**config.mk**
```make
export PLATFORM = sky130hd
export DESIGN_NAME = bml_divider
export DESIGN_NICKNAME = d
export VERILOG_FILES = /design/src/hdl/bilinear_map_lookup_u8_unit_assert.svh /design/src/hdl/bml_pkg.sv /design/src/hdl/bml_divider.sv
export SDC_FILE = /design/constraint.sdc
export NUM_CORES = 1
export LEC_CHECK = 0
export BUFFER_PORTS_ARGS = -buffer_cell sky130_fd_sc_hd__buf_4
export CAP_MARGIN = 20
export CORE_ASPECT_RATIO = 0.8
export CORE_MARGIN = 2
export CORE_UTILIZATION = 50
export CTS_CLUSTER_SIZE = 14
export DETAILED_ROUTE_END_ITERATION = 10
export PLACE_DENSITY = 0.72
export SETUP_SLACK_MARGIN = 0.2
export SLEW_MARGIN = 20
export SYNTH_ARGS = -nofsm -noshare
export SYNTH_HDL_FRONTEND = slang
export SYNTH_SLANG_ARGS = --single-unit
```
**constraint.sdc**
```tcl
create_clock -name clk -period 3.3 [get_ports clk]
set_clock_uncertainty 0.1 [all_clocks]
set_input_delay 0.33 -clock clk [delete_from_list [all_inputs] [get_ports clk]]
set_output_delay 0.33 -clock clk [all_outputs]
set_load 0.03 [all_outputs]
```
**src/hdl/bilinear_map_lookup_u8_unit_assert.svh**
```systemverilog
// Assertion macros for the bilinear map lookup unit.
`ifndef BILINEAR_MAP_LOOKUP_U8_UNIT_ASSERT_SVH
`define BILINEAR_MAP_LOOKUP_U8_UNIT_ASSERT_SVH
`ifndef NO_ASSERTIONS
`define BML_ASSERT_IMP(label, ante, cons) \
    label: assert property (@(posedge clk) disable iff (!rst_n) (ante) |-> (cons)) \
        else $error("assertion failed");
`define BML_ASSERT_NEXT(label, ante, cons) \
    label: assert property (@(posedge clk) disable iff (!rst_n) (ante) |=> (cons)) \
        else $error("assertion failed");
`else
`define BML_ASSERT_IMP(label, ante, cons)
`define BML_ASSERT_NEXT(label, ante, cons)
`endif
`endif

```
**src/hdl/bml_pkg.sv**
```systemverilog
// Shared constants and types for the bilinear map lookup unit.
`timescale 1ns / 1ps
package bml_pkg;
    localparam int MAX_X_POINTS_DEF = 16;
    localparam int MAX_Y_POINTS_DEF = 16;
    localparam int COORD_BITS_DEF   = 16;
    localparam int FRAC_BITS_DEF    = 16;
    localparam int CFG_BITS         = 5;

    typedef enum logic [1:0] {
        OP_WR_X  = 2'd0,
        OP_WR_Y  = 2'd1,
        OP_WR_CELL = 2'd2,
        OP_LOOKUP  = 2'd3
    } op_t;

    localparam logic [0:0] REG_X_COUNT = 1'b0;
    localparam logic [0:0] REG_Y_COUNT = 1'b1;
endpackage

```
**src/hdl/bml_divider.sv**
```systemverilog
// Restoring divider: quotient = (off << FRAC_BITS) / wid, one bit per cycle.
`timescale 1ns / 1ps
module bml_divider #(
    parameter int COORD_BITS = bml_pkg::COORD_BITS_DEF,
    parameter int FRAC_BITS  = bml_pkg::FRAC_BITS_DEF
) (
    input  logic                  clk,
    input  logic                  rst_n,
    input  logic                  start,
    input  logic [COORD_BITS:0]   off,
    input  logic [COORD_BITS:0]   wid,
    output logic                  done,
    output logic [FRAC_BITS-1:0]  quot
);
    localparam int CW = $clog2(FRAC_BITS + 1);
    logic [COORD_BITS+1:0] rem_reg, rem_next, trial;
    logic [COORD_BITS:0]   wid_reg;
    logic [FRAC_BITS-1:0]  quot_reg;
    logic [CW-1:0]         cnt_reg;
    logic                  busy_reg;
    logic                  done_reg;

    assign rem_next = {rem_reg[COORD_BITS:0], 1'b0};
    assign trial    = rem_next - {1'b0, wid_reg};

    always_ff @(posedge clk or negedge rst_n)
    begin
        if (!rst_n)
        begin
            busy_reg <= 1'b0;
            cnt_reg  <= '0;
        end
        else if (start)
        begin
            busy_reg <= 1'b1;
            cnt_reg  <= CW'(FRAC_BITS);
        end
        else if (busy_reg)
        begin
            cnt_reg <= cnt_reg - 1'b1;
            if (cnt_reg == CW'(1))
                busy_reg <= 1'b0;
        end
    end

    // pulses the cycle after the last quotient bit is shifted in
    always_ff @(posedge clk or negedge rst_n)
    begin
        if (!rst_n)
            done_reg <= 1'b0;
        else
            done_reg <= !start && busy_reg && (cnt_reg == CW'(1));
    end

    always_ff @(posedge clk)
    begin
        if (start)
        begin
            rem_reg  <= {1'b0, off};
            wid_reg  <= wid;
            quot_reg <= '0;
        end
        else if (busy_reg)
        begin
            if (!trial[COORD_BITS+1])
            begin
                rem_reg  <= trial;
                quot_reg <= {quot_reg[FRAC_BITS-2:0], 1'b1};
            end
            else
            begin
                rem_reg  <= rem_next;
                quot_reg <= {quot_reg[FRAC_BITS-2:0], 1'b0};
            end
        end
    end

    assign done = done_reg;
    assign quot = quot_reg;
endmodule

```
* Yosys cells after proc, flatten, opt, wreduce, memory -nomap -nowiden
Cells that the tools add are included.
Word-level totals: register bits 57, input port bits 37, output and inout bits 17, logic and storage cells 22
Cells by class: add/subtract/negate cells 2, eq/ne operators 1, muxes and demuxes 9, reductions and logical operators 4
Operators by type and width (count):
- 17-bit two-way mux | 3
- 18-bit by 17-bit subtractor with 18-bit output | 1
- 5-bit two-way mux | 2
- 5-bit by 1-bit == test with 1-bit output (second input constant) | 1
- 5-bit by 1-bit subtractor with 5-bit output (second input constant) | 1
- 1-bit two-way mux | 4
- 1-bit logical AND | 2
- 2-bit nonzero test | 1
- 1-bit zero test | 1

* Longest topological paths before layout
Gate-level depths: netlist of run 1.
depth in word-level cells 4, mapped depth 11, mapped depth without buffers 9

* Worst setup path after synthesis of run 1
Ideal clock, no wire load.
path kind reg2reg, start point reg rem_reg[5], end point reg rem_reg[5] (data pin), library setup time 0.274 ns, arrival time 2.162 ns, data required time 2.926 ns, slack 0.764 ns, stages on the path, launching flop included 11, path buffers 2, clock period less this slack 2.536 ns, cell sequence edfxtp_1 > ha_1 > a21oi_1 > nand2_1 > o2111ai_4 > a311oi_4 > or3_1 > buf_6 > buf_8 > nand3_1 > a31oi_1
On the way: cells in the longest elaborated chain, start to end 4
RTL lines:
- from (decl) | RTL line bml_divider.sv:16 | logic [COORD_BITS+1:0] rem_reg, rem_next, trial;
- from (signal assigned) | RTL line bml_divider.sv:59 | rem_reg <= {1'b0, off};
- from (signal assigned) | RTL line bml_divider.sv:67 | rem_reg <= trial;
- from (signal assigned) | RTL line bml_divider.sv:72 | rem_reg <= rem_next;
- 18-bit by 17-bit subtractor with 18-bit output | RTL line bml_divider.sv:24 | assign trial = rem_next - {1'b0, wid_reg};
- 17-bit two-way mux | RTL line bml_divider.sv:65 | if (!trial[COORD_BITS+1])
- 17-bit two-way mux | RTL line bml_divider.sv:63 | else if (busy_reg)
- 17-bit two-way mux | RTL line bml_divider.sv:57 | if (start)
No other way between the ends. The select of a mux whose other input is x is not followed. A chain may end at the register's enable or synchronous reset.

* Worst setup path in the final report of run 1
start point reg rem_reg[5], end point reg rem_reg[15] (data pin)
The elaborated chain is that of the path after synthesis.

==> metrics, run 1 <==
status finished, final reports clean; largest net degree at the start of global routing 46; Setup crit end kind register; post-route ant nets 0; Static Leak 1.79 nW; Setup Buffers After CTS 0; root buffer cell clkbuf_8; CTS tree yes; Power, Total about 0.0034 W; cell taking the most area after synthesis edfxtp_1; Achievable Freq 0.356 GHz; drt drc 0; slew of the pin with the lowest slew margin 0.661 ns; Via density 5.48; fin nets 432; Bufs on Longest Clock Path 2; clock latency on the worst-skew pair between 0.3 and 0.4 ns; Post-synth EDFFs 34; vias in the first global route roughly 2400; routed wire length 7.13 mm; startpoint class of the critical path register; Seq/Total Area, Yosys 46.3%; worst slew margin relative to its limit 55.9%; 1st-iter DRT viols 117; DP HPWL 4.94 mm; clock sink count 57; Die ar. 0.00722 mm2; critical path data required time between 3 and 4 ns; floorplan core area 0.00638 mm2; Congestion Overflow GR 0; worst hold path class primary input to register; Top FF cell, synth edfxtp_1; antenna violations before repair 0; Final setup violation count 0; mapped cell area 0.00328 mm2; Mapped Nets 375; post-route clock period utilization 85.1%; Mapped Cells 319; Unique masters post-synth 60; syn_area_per_cell 10.3 um2; Data arrival, critical path 2.80 ns; Die Span X 94.5 um; GR Util All Layers 20.9%; Finished Core Util roughly three fifths; Seq cells post-synth 57; setup_tns 0 ns; first-pass GRT wire length 11.7 mm; gp weighted congestion 0.931; Syn. warnings 0; ant diodes 0; Hold Fails Final Rpt 0; Tmin final 2.81 ns; Max IR drop VDD approximately 0.00045 V; Area growth syn-to-layout 20.1%; cell with the most instances after synthesis nor2_1; Area contributors post-synth edfxtp_1 (31%), dfxtp_1 (9.8%), ha_1 (6.9%); PwrDens 852 mW/mm2; asr flop ratio synth 12.3%; row count 26; Die Ht between 70 and 80 um; Reg clk slew, reported paths 0.08 ns; num ports 54; drt wl/cell 15.3 um; Crit Path Category register to register; Hold Slack 0.0468 ns; top-area cell type share of the netlist area 31.2%; max-slew violations 0; RSZ-0062 raised after global routing false; Max Cap Viol 0; initial core utilization 51.4%; Num CTS Buffers 9; CTS H-Tree Depth 3; setup ws final between 0.4 and 0.5 ns; via count 2549; Placement Setup Slack 0.368 ns; share of cells above drive strength 1 between 20% and 30%; drt first pass iters 4; # port buffers 53; Crit Path Max Fanout 17; top post-synthesis cells by count nor2_1 (39), edfxtp_1 (34), inv_1 (22)
[final cells by class]
| type | instances | area (um2) |
|---|---|---|
| Multi-Input combinational cell | 225 | 1570 |
| Tap cell | 84 | 105 |
| Timing Repair Buffer | 61 | 460 |
| Inverter | 22 | 82.6 |
| Fill cell | 556 | 2440 |
| Clock buffer | 10 | 149 |
| Sequential cell | 57 | 1520 |
| Clock inverter | 6 | 48.8 |
[metrics by stage]
stage	cell area (um2)	cells
2_1_floorplan	3280	319
3_3_place_gp	3720	448
3_5_place_dp	3720	448
4_1_cts	3930	465
5_1_grt	3940	465
6_report	3940	465
[critical path: stages (launching register included)]
cell and delay (ns):
edfxtp_1 0.39, ha_1 0.38, a21oi_1 0.24, nand2_1 0.13
o2111ai_4 0.27, a311oi_4 0.18, o21a_2 0.37, nor4b_1 0.39
o31ai_1 0.11
[kinds of logic after synthesis]
group | Yosys count | synth area share (%)
flops | 57 | 46.3
xor+xnor | 14 | 3.74
fa+ha+maj | 19 | 7.49
buf+inv | 37 | 5.84
mux | 16 | 4.89
compound gates | 76 | 16.8
simple gates | 100 | 14.9
[layout by cell type (no fill, tap or decap), drive strengths merged, types with 2 or more instances in the layout]
cell and instances:
o21a 2, o31ai 3, o221ai 2, edfxtp 34, nand2 20, or3 5, ha 18, nand2b 5
a31oi 15, dfxtp 16, nor2 39, o21ai 21, nand4 4, clkinv 4, clkbuf 10, a311oi 2
nor2b 2, xor2 4, xnor2 10, o2111ai 2, dfrtp 7, nand3 13, buf 60, a21o 5
a21oi 15, mux2i 16, inv 24, nor3 3, nor4b 2
[final timing paths]
kind / depth (start not counted) / slack, ns / start / to
worst max-delay path: 8 / 0.49 / rem_reg[5] / rem_reg[15]
worst max register to register: 8 / 0.49 / rem_reg[5] / rem_reg[15]
min in group asynchronous: 2 / 0.23 / rst_n / cnt_reg[3]
worst min-delay path: 1 / 0.05 / wid[16] / wid_reg[16]
max in group asynchronous: 2 / 2.75 / rst_n / cnt_reg[2]
worst min register to register: 2 / 0.43 / quot[15] / quot[15]
[per-layer routing]
metal / part of all wire, % / track usage [%]
met5: 0 / 0
met4: 1.1 / 5.22
met3: 7.7 / 8.61
met2: 44 / 30.9
met1: 47 / 28.7
[where the power goes]
part | internal, W | switching, W | leakage (nW)
Combinational | 0.000702 | 0.000930 | 1.13
Clock | 0.000325 | 0.000321 | 0.102
Sequential | 0.000955 | 0.000119 | 0.558
Total | 0.00198 | 0.00137 | 1.79
[what timing repair did]
action	in CTS	in global routing
hold buffers	1	0
setup endpoints to repair	0	5
gates resized for setup	0	1
hold endpoints to repair	7	0
Note: power is estimated with default switching activity, not from simulation.
==> run 2, diff against run 1 <==
ABC_AREA = 1   (was default)
PLACE_DENSITY = 0.71   (was 0.72)
==> run 2 against run 1 <==
Net effect:
- synthesized cell count is 49% higher
- core utilization is 0.72 points lower
- register-to-register slack better by 0.44 ns
- clock power is 8.5% lower
- combinational power is 17% higher
- flip-flop and latch count stayed put
- global-route usage is 0.40 points higher
- maximum frequency is 19% higher
- cell count is 34% higher
- sequential power hardly changed
- routed wire length is 12% higher
==> metrics, run 2 <==
Die ar. roughly 0.0079 mm2; Tmin final 2.37 ns; Crit Path Category register to register; Die Span X 98.6 um; PwrDens 841 mW/mm2; syn_area_per_cell around 7.6 um2; Hold Fails Final Rpt 0; startpoint class of the critical path register; CTS tree yes; Max IR drop VDD approximately 0.00043 V; setup ws final roughly 0.93 ns; Crit path buffers/inverters 1; RSZ-0062 raised after global routing false; floorplan core area between 0.006 and 0.007 mm2; clock sink count 57; Finished Core Util 61.0%; # port buffers 53; top-area cell type share of the netlist area between 20% and 30%; CTS H-Tree Depth 3; first-pass GRT wire length 13.3 mm; Hold Slack between 0.06 and 0.07 ns; Crit Path Max Fanout 16; asr flop ratio synth between 10% and 20%; drt wl/cell approximately 13 um; Final setup violation count 0; gp weighted congestion 0.892; post-route clock period utilization a little under three quarters; critical path data required time about 3.4 ns; initial core utilization 51.7%; Seq cells post-synth 57; cell taking the most area after synthesis edfxtp_1; drt drc 0; Seq/Total Area, Yosys between 40% and 50%; setup_tns 0 ns; Area contributors post-synth edfxtp_1 (29%), nand2_1 (15%), inv_1 (10%); Setup Buffers After CTS 0; commonest non-fill, non-tap cells in the layout nand2_1 (146), inv_1 (98), nand3_1 (55), buf_4 (53), edfxtp_1 (34); worst slew margin relative to its limit 54.8%; Static Leak 2.23 nW; status finished, final reports clean; 1st-iter DRT viols 287; GR Util All Layers 21.3%; Unique masters post-synth 33; worst hold path class primary input to register; Mapped Cells roughly 470; vias in the first global route 2951; Max Cap Viol 0; root buffer cell clkbuf_8; Achievable Freq approximately 0.42 GHz; slew of the pin with the lowest slew margin 0.677 ns; Data arrival, critical path approximately 2.5 ns; num ports 54; Area growth syn-to-layout 18.0%; Congestion Overflow GR 0; crit-path cells ha_1 -> nand2_1 -> nand2_1 -> inv_1 -> nand2_1 -> nand2_1 -> nand2_1 -> nor2_4 -> nand3_2 -> nand3_1 -> nand3_1 -> nand2_1; Reg clk slew, reported paths 0.07 ns; fin nets 586; Placement Setup Slack 0.946 ns; Die Ht 79.7 um; Bufs on Longest Clock Path 2; post-route ant nets 0; # resized after CTS 0; cell with the most instances after synthesis nand2_1; via count 3145; mapped cell area 0.00358 mm2; routed wire length ~8 mm; Via density 5.06; Top FF cell, synth edfxtp_1; DP HPWL 6.05 mm; Crit path largest cell delay around 0.43 ns; Top delay family on crit path simple AND/OR/NAND/NOR gates; clock latency on the worst-skew pair 0.33 ns; drt first pass iters 4; Most common cell on crit path nand2_1; Mapped Nets 530; share of cells above drive strength 1 16.6%; Setup crit end kind register; largest net degree at the start of global routing 38; Syn. warnings 0; max-slew violations 0; row count 27; top post-synthesis cells by count nand2_1 (146), inv_1 (98), nand3_1 (55); cell at the slowest stage of the critical path edfxtp_1; ant diodes 0; antenna violations before repair 0; Num CTS Buffers 9; commonest non-fill, non-tap cell in the layout nand2_1; Post-synth EDFFs 34
## run 2: changes by cell type in the layout (fill, tap and decap cells not counted), sizes merged, moves of 16 or more
| cell | previous run | this run |
|---|---|---|
| nor2 | 39 | 18 |
| nand3 | 13 | 59 |
| nand2 | 20 | 154 |
| inv | 24 | 102 |
| mux2i | 16 | 0 |
## run 2: layout make-up
cell class | instances | area, um2
Timing Repair Buffer | 55 | 423
Clock inverter | 5 | 27.5
Multi-Input combinational cell | 306 | 1620
Fill cell | 628 | 2700
Tap cell | 87 | 109
Sequential cell | 57 | 1520
Clock buffer | 11 | 151
Inverter | 101 | 379
## run 2: per-stage QoR
stage	cell area, um2	power, W	cells
3_5_place_dp	4020	0.00294	604
6_report	4220	0.00355	622
4_1_cts	4210	0.00354	621
3_3_place_gp	4020	0.00290	604
5_1_grt	4220	0.00387	622
2_1_floorplan	3580	0.00254	474
## run 2: cells by family (layout without fill, tap and decap cells)
kind of cell / count (synthesis) / count (layout) / share of synthesized area, %
xor gates and xnor gates: 6 / 6 / 1.47
buffers and inverters: 111 / 172 / 12.4
and+or+nand+nor: 247 / 247 / 31.6
AOI/OAI and AO/OA: 34 / 34 / 5.31
DFF: 57 / 57 / 42.4
adders and majority gates: 19 / 19 / 6.85
## run 2: worst paths after layout
check | start | to | slack, ns | cells after the start
min in group asynchronous | rst_n | cnt_reg[0] | 0.24 | 2
setup reg to reg | rem_reg[11] | rem_reg[14] | 0.93 | 12
max in group asynchronous | rst_n | cnt_reg[4] | 2.74 | 2
setup / recovery | rem_reg[11] | rem_reg[14] | 0.93 | 12
hold reg to reg | quot[15] | quot[15] | 0.38 | 2
hold / removal | wid[5] | wid_reg[5] | 0.07 | 1
## run 2: report_power, final
group	switching (W)	internal (W)
registers	0.000112	0.000945
logic	0.00121	0.000692
clock network	0.000282	0.000310
total	0.00161	0.00195
## run 2: what timing repair did
action / CTS / global route
setup endpoints to repair: 0 / 0
hold buffers: 1 / 0
endpoints found under the hold margin: 7 / 0
## run 2: per-layer routing
layer	routed length, um	GRT usage [%]
met2	3390	32.2
met3	709	6.83
met1	3780	29.6
met4	87	6.03
met5	0	0
